**src/design/spq_pkg.sv**
```systemverilog
package spq_pkg;

  localparam logic ACT_ENQUEUE = 1'b0;
  localparam logic ACT_DEQUEUE = 1'b1;

  localparam logic [1:0] ST_DONE      = 2'd0;
  localparam logic [1:0] ST_OVERFLOW  = 2'd1;
  localparam logic [1:0] ST_UNDERFLOW = 2'd2;

  localparam int IN_DATA_W   = 32;
  localparam int IN_PRIO_W   = 16;
  localparam int FILL_W      = 8;

  typedef struct packed {
    logic enq;
    logic deq;
  } cmd_t;

endpackage

```
**src/design/spq_cell.sv**
```systemverilog
module spq_cell #(
  parameter int DATA_WIDTH     = 32,
  parameter int PRIORITY_WIDTH = 16
) (
  input  logic                      clk,
  input  logic                      rst_n,
  input  spq_pkg::cmd_t             cmd,
  input  logic [DATA_WIDTH-1:0]     new_data,
  input  logic [PRIORITY_WIDTH-1:0] new_prio,
  input  logic                      left_gt,
  input  logic                      left_valid,
  input  logic [DATA_WIDTH-1:0]     left_data,
  input  logic [PRIORITY_WIDTH-1:0] left_prio,
  input  logic                      right_valid,
  input  logic [DATA_WIDTH-1:0]     right_data,
  input  logic [PRIORITY_WIDTH-1:0] right_prio,
  output logic                      gt,
  output logic                      valid,
  output logic [DATA_WIDTH-1:0]     data,
  output logic [PRIORITY_WIDTH-1:0] prio
);

  logic                      valid_r;
  logic                      valid_nxt;
  logic [DATA_WIDTH-1:0]     data_r;
  logic [DATA_WIDTH-1:0]     data_nxt;
  logic [PRIORITY_WIDTH-1:0] prio_r;
  logic [PRIORITY_WIDTH-1:0] prio_nxt;

  // An empty cell counts as holding a larger key, so the flags along the row stay monotone.
  assign gt = !valid_r || ($signed(prio_r) > $signed(new_prio));

  always_comb begin
    valid_nxt = valid_r;
    data_nxt  = data_r;
    prio_nxt  = prio_r;
    if (cmd.enq && gt) begin
      if (left_gt) begin
        valid_nxt = left_valid;
        data_nxt  = left_data;
        prio_nxt  = left_prio;
      end else begin
        valid_nxt = 1'b1;
        data_nxt  = new_data;
        prio_nxt  = new_prio;
      end
    end else if (cmd.deq) begin
      valid_nxt = right_valid;
      data_nxt  = right_data;
      prio_nxt  = right_prio;
    end
  end

  always_ff @(posedge clk) begin
    if (!rst_n) begin
      valid_r <= 1'b0;
    end else begin
      valid_r <= valid_nxt;
    end
  end

  always_ff @(posedge clk) begin
    data_r <= data_nxt;
    prio_r <= prio_nxt;
  end

  assign valid = valid_r;
  assign data  = data_r;
  assign prio  = prio_r;

endmodule

```
**config.mk**
```make
export PLATFORM = sky130hd
export DESIGN_NAME = spq_cell
export DESIGN_NICKNAME = d
export VERILOG_FILES = /design/src/design/spq_pkg.sv /design/src/design/spq_cell.sv
export SDC_FILE = /design/constraint.sdc
export NUM_CORES = 1
export LEC_CHECK = 0
export BUFFER_PORTS_ARGS = -buffer_cell sky130_fd_sc_hd__buf_2
export CORE_MARGIN = 2
export CORE_UTILIZATION = 47
export CTS_CLUSTER_SIZE = 40
export DETAILED_ROUTE_END_ITERATION = 8
export PLACE_DENSITY = 0.91
export SETUP_SLACK_MARGIN = 0.2
export SYNTH_ARGS = -nofsm -noshare
export SYNTH_HDL_FRONTEND = slang
export SYNTH_SLANG_ARGS = --single-unit
export TNS_END_PERCENT = 50
```
**constraint.sdc**
```tcl
create_clock -name clk -period 5.9 [get_ports clk]
set_input_delay 0.59 -clock clk [delete_from_list [all_inputs] [get_ports clk]]
set_output_delay 0.59 -clock clk [all_outputs]
set_load 0.1 [all_outputs]
```
==> After elaboration in Yosys (flattened, before gate mapping) <==
Cells that the tools add are included.
{ "totals": {"word_cells": 17, "register_bits": 49, "in_bits": 151, "output_inout_bits": 50} }
{ "op_classes": {"n_lt_le_gt_ge": 1, "mux": 9, "reduce_logical": 4} }
{ "op_table": {"columns": ["op", "n"], "rows": [
  ["$mux W32", 3],
  ["$mux W16", 3],
  ["$gt A16 B16 Y1", 1],
  ["$mux W1", 3],
  ["$reduce_bool A2 Y1", 1],
  ["$logic_and A1 B1 Y1", 1],
  ["$logic_not A1 Y1", 1],
  ["$logic_or A1 B1 Y1", 1]
]} }

==> Logic depth before layout (Yosys ltp) <==
Gate-level depths: netlist (run 1).
{ "depth": {"depth_word": 4, "ltp_mapped": 9, "ltp_nobuf": 8} }

==> Least setup slack after synthesis (run 1) <==
OpenSTA, ideal clock, no wires.
{ "synth_timing": {"path_kind": "reg-to-reg", "start": "register prio_r[15], in the netlist prio[15]", "end": "register data_r[0], in the netlist data[0] (enable)", "path_buffers": 1, "path_stages_with_launch": 9, "t_required_ns": 5.516, "setup_time_ns": 0.384, "period_less_slack_ns": 3.858, "t_arrival_ns": 3.474, "path_slack_ns": 2.042, "path_cell_list": "edfxtp_1 > ha_1 > nand4_2 > nor2_1 > or3_1 > a211oi_2 > mux2i_2 > buf_6 > or2_2"} }
{ "synth_via": {"elab_chain_len": 4} }
{ "synth_rtl": {"columns": ["item", "line_no", "text"], "rows": [
  ["start, declared", "spq_cell.sv:27", "logic [PRIORITY_WIDTH-1:0] prio_r;"],
  ["start signal, assigned", "spq_cell.sv:64", "prio_r <= prio_nxt;"],
  ["$gt A16 B16 Y1", "spq_cell.sv:31", "assign gt = !valid_r || ($signed(prio_r) > $signed(new_prio));"],
  ["$logic_or A1 B1 Y1", "spq_cell.sv:31", null],
  ["$logic_and A1 B1 Y1", "spq_cell.sv:37", "if (cmd.enq && gt) begin"],
  ["$reduce_bool A2 Y1 (no source line)", null, null],
  ["end signal, assigned", "spq_cell.sv:63", "data_r <= data_nxt;"],
  ["end, declared", "spq_cell.sv:25", "logic [DATA_WIDTH-1:0] data_r;"]
]} }
No other way between the ends.
A chain may end at the register's enable or synchronous reset.

==> Worst setup path in the final report (run 1) <==
{ "layout_timing": {"start": "input new_prio[15]", "end": "register data_r[20], in the netlist data[20], data pin"} }
{ "layout_via": {"elab_chain_len": 4} }
{ "layout_rtl": {"columns": ["item", "line_no", "text"], "rows": [
  ["start, declared", "spq_cell.sv:9", "input logic [PRIORITY_WIDTH-1:0] new_prio,"],
  ["$gt A16 B16 Y1", "spq_cell.sv:31", null],
  ["$logic_or A1 B1 Y1", "spq_cell.sv:31", null],
  ["$logic_and A1 B1 Y1", "spq_cell.sv:37", null],
  ["$mux W32", "spq_cell.sv:37", null],
  ["named net data_nxt[20]", "spq_cell.sv:26", "logic [DATA_WIDTH-1:0] data_nxt;"]
]} }
The timed path passes the listed nets, and every way through them passes these cells.

==> out/metrics.cfg, run 1 <==
[worst_setup_path]
crit_required_ns = 5.96
r2r_setup_slack_ns = 2.55
r2r-start = prio[15]
crit_chain = buf_2 -> inv_1 -> ha_1 -> nand4_2 -> nor2_1 -> or3_1 -> a211oi_2 -> mux2i_4 -> buf_4 -> mux2_4
path_delay_family = buffers and inverters
crit_fanout = 49
path_buf_inv = 3
endpoint_kind = register
cp-start-kind = input port
critPathKind = input port to register
cp-startpoint = new_prio[15]
cp_slowest_cell = buf_4
cpPeakStageDelay_ns = 0.73
worstPathArrival_ns = 3.43

[floorplanning]
coreArea_mm2 = 0.00676
io_pins = 201
die_area_mm2 = 0.00764
die-height_um = 87.4
start_util_pct = 48.4
num_rows = 30
die_x_um = 87.4

[sta]
rsz0062_at_grt = false
setup_tns_ns = 0
slew_headroom_pct = 21.3
hold_viol_final = 0
tightest_slew_ns = 1.18
fin_crit_ns = 3.38
setup_viol = 0
slew_viol_final = 0
clock_skew_ns = 0.00882
clock.fmax_ghz = 0.296
finalCritPeriodShare_pct = 57.2

[clocking]
cts_tree = yes
clock_sinks = 49
cts.path.max_buffers = 2
cts_resized = 0
insertion_delay_ns = 0.30
postCtsHoldBufs = 0
clkSlewWorstSetupHoldPaths_ns = 0.09
cts-root-buf = clkbuf_8
htree_levels = 2
cts_setup_buffers = 0
numCtsBuffers = 5

[logic_synthesis]
synthDistinctLibCells = 31
ys_ff_latch = 49
syn_area_per_cell_um2 = 13.6
synthCells = 241
synth_warnings = 0
syn-cell-area_mm2 = 0.00327
synthesis.nets = 408
yosysSeqAreaShare_pct = 44.7

[pwr]
total_power_uw = 1560
p_leak_uw = 0.00223
ir_worst_vdd_mv = 0.186
powerDensity_mw_per_mm2 = 353

[place]
port_buffers = 200
hpwl_um = 6220
place.gp.congestion = 0.755

[routing]
vias = 2644
dr.pass1.iters = 4
final_antenna_net_count = 0
avgViaCountPerCell = 5.09
drc = 0
drt_iter0_drc = 109
drt-total-wl_um = 7940
wire_per_inst_um = 15.3

[global_route]
grt_remaining_overflow = 0
antenna_found_initial = 0
grt.total_usage_pct = 19.8
grt_max_degree = 65
grt_pass1_vias = 2694
grt_pass1_wl_um = 11700

[final_layout]
nFillCells = 536
drive_gt1_share_pct = 67.0
nNetsFinal = 605
synthToLayoutAreaGrowth_pct = 35.1
diodes = 0

[min_path]
min_path_type = input port to register
holdCritStartpoint = right_data[8]

[outcome]
outcome = completed

[flow_run]
drv_cap = 0

## kinds of logic after synthesis
| kind of cell | Yosys count | share of synthesized area [%] |
|---|---|---|
| AOI/OAI and AO/OA | 29 | 5.28 |
| adders and majority gates | 16 | 6.12 |
| buffers and inverters | 30 | 4.59 |
| DFF | 49 | 44.7 |
| muxes | 83 | 34.1 |
| and+or+nand+nor | 34 | 5.24 |
## power breakdown
group / internal, µW / total (µW) / switching (µW)
registers: 466 / 489 / 22.1
clock network: 125 / 238 / 112
logic: 219 / 835 / 616
total: 810 / 1560 / 750
## synthesized netlist by cell type
library cell  instances  area (µm²)
nand2_1              20        75.1
a211oi_1              1        7.51
or2_2                 1        6.26
edfxtp_1             48        1440
nand2b_1              2        12.5
nand4_1               2        12.5
and3_1                1        6.26
nand3b_1              1        7.51
or3_1                 1        6.26
a21oi_1               5        25.0
mux2i_1               1        10.0
o211a_1               1        10.0
a21o_1                2        15.0
mux2_2               33         372
nor3_1                1        5.00
a41o_1                1        10.0
inv_1                18        67.6
o211ai_1              1        7.51
nor4_1                1        6.26
mux2i_2               1        13.8
mux2_4               48         721
dfxtp_1               1        20.0
buf_6                 5        56.3
nand4_2               1        12.5
clkbuf_1              7        26.3
o21ai_0              17        85.1
a211oi_2              1        12.5
nor4_2                1        12.5
nor2_1                1        3.75
nand3_1               1        5.00
ha_1                 16         200
## layout by cell type, fill, tap and decap left out
master | Yosys | final
nand2_1 | 20 | 20
ha_1 | 16 | 16
mux2i_1 | 1 | 1
a21o_1 | 2 | 2
clkinv_1 | 0 | 1
edfxtp_1 | 48 | 48
nand3b_1 | 1 | 1
clkbuf_1 | 7 | 1
o211a_1 | 1 | 1
mux2_2 | 33 | 33
o21ai_0 | 17 | 17
buf_2 | 0 | 200
inv_1 | 18 | 18
a211oi_2 | 1 | 1
nand3_1 | 1 | 1
mux2i_4 | 0 | 1
or2_2 | 1 | 1
o211ai_1 | 1 | 1
bufinv_16 | 0 | 1
nand4_1 | 2 | 2
nor4_1 | 1 | 1
clkbuf_8 | 0 | 5
or3_1 | 1 | 1
nor3_1 | 1 | 1
nand4_2 | 1 | 1
a211oi_1 | 1 | 1
mux2_4 | 48 | 48
nor2_1 | 1 | 1
nand2b_1 | 2 | 2
buf_4 | 0 | 2
a41o_1 | 1 | 1
nor4_2 | 1 | 1
dfxtp_1 | 1 | 1
a21oi_1 | 5 | 5
and3_1 | 1 | 1
## final cells by class
class	count	area, µm²	area share (%)
clock buffers	6	72.6	1.64
clock inverters	2	33.8	0.764
inverters	18	67.6	1.53
multi-input cells	162	1670	37.8
flip-flops and latches	49	1460	33.1
well taps	80	100	2.26
repair buffers	202	1020	23.0
## path summary, 6_finish.rpt
| kind | endpoint | depth (start not counted) |
|---|---|---|
| worst max register to register | data[20] | 8 |
| worst max-delay path | data[20] | 10 |
| worst min-delay path | data[8] | 2 |
| worst min register to register | valid | 2 |
## through the flow
step	hold WS, ns	setup slack, ns	instances	util, %	cell area (µm²)
after floorplan	0.754	2.04	241	-	3270
after global placement	0.655	2.28	511	63.9	4310
after detailed placement	0.673	2.21	511	63.9	4310
after CTS	0.576	2.53	519	65.4	4420
after global routing	0.571	2.38	519	65.4	4420
final	0.582	2.52	519	65.4	4420
## registers in the layout (all words and copies together) (netlist names)
register  count
valid         1
data         32
prio         16
## routing by layer
metal  share of wire, %  track usage (%)  up-vias
li1                   -                -     1285
met1                 38             20.9     1226
met2                 54             37.4      119
met3                6.9             5.12       14
met4                1.7             6.99        0
met5                  0                0        -
## worst reg2reg max path, cell delays in order (launching register included)
cell and delay [ns]:
edfxtp_1 0.41, ha_1 0.34, nand4_2 0.15, nor2_1 0.06, or3_1 0.36, a211oi_2 0.38, mux2i_4 0.30, buf_4 0.73
mux2_4 0.39
Note: power is estimated with default switching activity, not from simulation.
==> run 2, diff against run 1 <==
ABC_AREA = 1   (was not set)
CORE_UTILIZATION = 43   (was 47)
PLACE_DENSITY = 0.85   (was 0.91)
clock period = 3.2 ns   (was 5.9 ns; I/O delays follow)
==> run 2 against run 1 <==
First-iteration DRC count increased by 47%; sequential power grew 73%; hold slack got worse by 0.34 ns; highest routed layer unchanged; cell count rose by 26%.
==> out/metrics.cfg, run 2 <==
[place]
place_ws_ns = 0.440  ; -1.77 ns
place.gp.congestion = 0.812  ; +7.5%
hpwl_um = 7190  ; +16%
port_buffers = 200  ; unchanged

[final_layout]
diodes = 0  ; unchanged
final_util_pct = 60.7  ; -4.7 points
drive_gt1_share_pct = 48.8  ; -18 points
synthToLayoutAreaGrowth_pct = 37.2
mostFrequentLayoutCells = buf_2, nand2_1, edfxtp_1
nNetsFinal = 719  ; +19%
layout_commonest_cell = buf_2
largest_reg_flops = 32  ; unchanged

[worst_setup_path]
cp_slowest_cell = edfxtp_1
r2r-start = prio[11]
crit_fanout = 26  ; -47%
path_buf_inv = 2  ; -1
cp_common_cell = nand2_1
path_delay_family = simple AND/OR/NAND/NOR gates
r2r_end = prio[2]
crit_chain = ha_1 -> nand2_1 -> nor2_1 -> nand2_1 -> nor2_1 -> nand2_1 -> nand2_1 -> o21bai_1 -> nand2_1 -> nand2_8 -> nand2_4 -> clkinv_2 -> buf_12 -> o211ai_1 -> nand2_1
crit_cells = 15  ; +5
r2r_setup_slack_ns = 0.47  ; -2.08 ns
crit_required_ns = 3.25  ; -2.71 ns
worstPathArrival_ns = 2.77  ; -0.66 ns
critPathKind = register to register
endpoint_kind = register
cp-start-kind = register
rr_worst_depth = 15  ; +7
cpPeakStageDelay_ns = 0.42  ; -0.31 ns

[floorplanning]
die_area_mm2 = 0.00817  ; +6.9%
coreArea_mm2 = 0.00725  ; +7.4%
die_x_um = 90.4  ; +3.4%
start_util_pct = 44.3  ; -4.2 points
num_rows = 31  ; +3.3%
io_pins = 201  ; unchanged
die-height_um = 90.4  ; +3.4%

[logic_synthesis]
synthArstFlopShare_pct = 0  ; unchanged
syn_area_per_cell_um2 = 8.94  ; -34%
yosysTopAreaCellShare_pct = 44.9  ; +0.84 points
ys_ff_latch = 49  ; unchanged
synthTopCellsByCount = nand2_1, edfxtp_1, or2_2, inv_1, o211ai_1
synth_edf_count = 48  ; unchanged
yosysMostFrequentCell = nand2_1
syn-cell-area_mm2 = 0.00321  ; -1.9%
synth_top_cell_by_area = edfxtp_1
synthDistinctLibCells = 22  ; -29%
yosys-top-cells-area = edfxtp_1, nand2_1, o211ai_2
synth_warnings = 0  ; unchanged
synthCells = 359  ; +49%
synthFlopType = edfxtp_1
yosysSeqAreaShare_pct = 45.5  ; +0.85 points
synthesis.nets = 526  ; +29%

[sta]
fin_crit_ns = 2.73
clock_skew_ns = 0.00955  ; +0.000730 ns
hold_viol_final = 0  ; unchanged
rsz0062_at_grt = false
tightest_slew_ns = 0.519  ; -0.661 ns
clock.fmax_ghz = 0.366
slew_viol_final = 0  ; unchanged
setup_viol = 0  ; unchanged
slew_headroom_pct = 65.6  ; +44 points
layout_setup_ws_ns = 0.471  ; -2.05 ns
setup_tns_ns = 0  ; unchanged
finalCritPeriodShare_pct = 85.3

[pwr]
power_frac_comb_pct = 46.5  ; -7.0 points
swShare_pct = 46.5  ; -1.6 points
power_switching_uw = 1110  ; +48%
ir_worst_vdd_mv = 0.253  ; +36%
seq_power_share_pct = 35.4  ; +4.1 points
clockPowerShare_pct = 18.1  ; +2.9 points
p_leak_uw = 0.00230  ; +3.4%
total_power_uw = 2390  ; +53%
power.internal_uw = 1280  ; +58%
powerDensity_mw_per_mm2 = 542  ; +54%

[routing]
drt-total-wl_um = 9200  ; +16%
drt_iter0_drc = 160  ; +47%
avgViaCountPerCell = 4.86  ; -4.7%
drc = 0  ; unchanged
vias = 3167  ; +20%
dr.pass1.iters = 4  ; unchanged
final_antenna_net_count = 0  ; unchanged
wire_per_inst_um = 14.1  ; -7.7%

[global_route]
grt_max_degree = 49  ; -25%
grt.total_usage_pct = 22.3  ; +2.6 points
antenna_found_initial = 0  ; unchanged
grt_remaining_overflow = 0  ; unchanged
grt_pass1_wl_um = 14600  ; +25%
grt_pass1_vias = 3225  ; +20%

[min_path]
min_path_type = input port to register
holdPathEnd = valid
holdCritStartpoint = rst_n
min_path_cells = 3  ; +1

[clocking]
clkSlewWorstSetupHoldPaths_ns = 0.09  ; about the same
postCtsHoldBufs = 0  ; unchanged
numCtsBuffers = 5  ; unchanged
cts.path.max_buffers = 2  ; unchanged
cts_tree = yes
cts-root-buf = clkbuf_8
cts_resized = 0  ; unchanged
insertion_delay_ns = 0.29  ; about the same
clock_sinks = 49  ; unchanged
cts_setup_buffers = 0  ; unchanged
htree_levels = 2  ; unchanged

[flow_run]
drv_cap = 0  ; unchanged

[outcome]
outcome = completed

## run 2: cell types whose count changed in the layout (fill, tap and decap cells not counted), moves of 3 or more
| cell | change |
|---|---|
| buf_4 | +3 |
| or2_2 | +32 |
| o211ai_2 | +20 |
| nand3_1 | +5 |
| o211ai_1 | +27 |
| nor2_1 | +4 |
| o21ai_0 | -17 |
| nand2_1 | +121 |
| mux2_4 | -48 |
| mux2_2 | -33 |
| inv_1 | +10 |
## run 2: layout make-up
cell class / instances / area (µm²)
tap: 99 / 124
clock buffer: 6 / 72.6
multi-input combinational: 260 / 1540
timing repair buffer: 206 / 1060
fill: 643 / 2850
clock inverter: 2 / 33.8
sequential: 49 / 1460
inverter: 30 / 114
## run 2: cell families after synthesis
| kind of cell | synth area share, % |
|---|---|
| AND/OR/NAND/NOR | 25.4 |
| AO/OA/AOI/OAI | 15.4 |
| flip-flops | 45.5 |
| buffers and inverters | 7.44 |
| adder cells (fa/ha/maj) | 6.24 |
## run 2: power groups by stage
stage / Sequential [µW] / Combinational [µW] / Clock, µW
after floorplan: 1460 / 280 / 0
after global placement: 856 / 1090 / 0
after detailed placement: 861 / 1110 / 0
after CTS: 848 / 1120 / 441
after global routing: 857 / 1170 / 467
final: 846 / 1110 / 433
## run 2: per-layer routing
layer,up-vias,routed length (µm),GRT usage (%)
met5,-,0,0
met4,0,197,7.05
met3,16,575,4.34
met2,148,4780,41.5
met1,1416,3660,25.8
li1,1587,-,-
## run 2: worst max-delay path by stage
| stage | to | from | slack (ns) |
|---|---|---|---|
| after global placement | prio[2] | new_prio[15] | 0.57 |
| after CTS | prio[1] | prio[11] | 0.46 |
| after global routing | prio[3] | prio[11] | 0.24 |
| final | prio[2] | prio[11] | 0.47 |
| after floorplan | data[0] | prio[15] | 0.21 |
| after detailed placement | prio[1] | new_prio[11] | 0.44 |
## run 2: worst register-to-register path, stage by stage, from the launching register on
cell	delay (ns)
edfxtp_1	0.42
ha_1	0.33
nand2_1	0.08
nor2_1	0.14
nand2_1	0.09
nor2_1	0.09
nand2_1	0.05
nand2_1	0.08
o21bai_1	0.07
nand2_1	0.17
nand2_8	0.07
nand2_4	0.06
clkinv_2	0.33
buf_12	0.32
o211ai_1	0.12
nand2_1	0.08
## run 2: stage by stage
step	instance area [µm²]	instances	hold slack (ns)
after floorplan	3250	359	0.429
after global routing	4400	652	0.249
final	4400	652	0.239
after CTS	4400	652	0.224
after detailed placement	4300	644	0.545
after global placement	4300	644	0.541
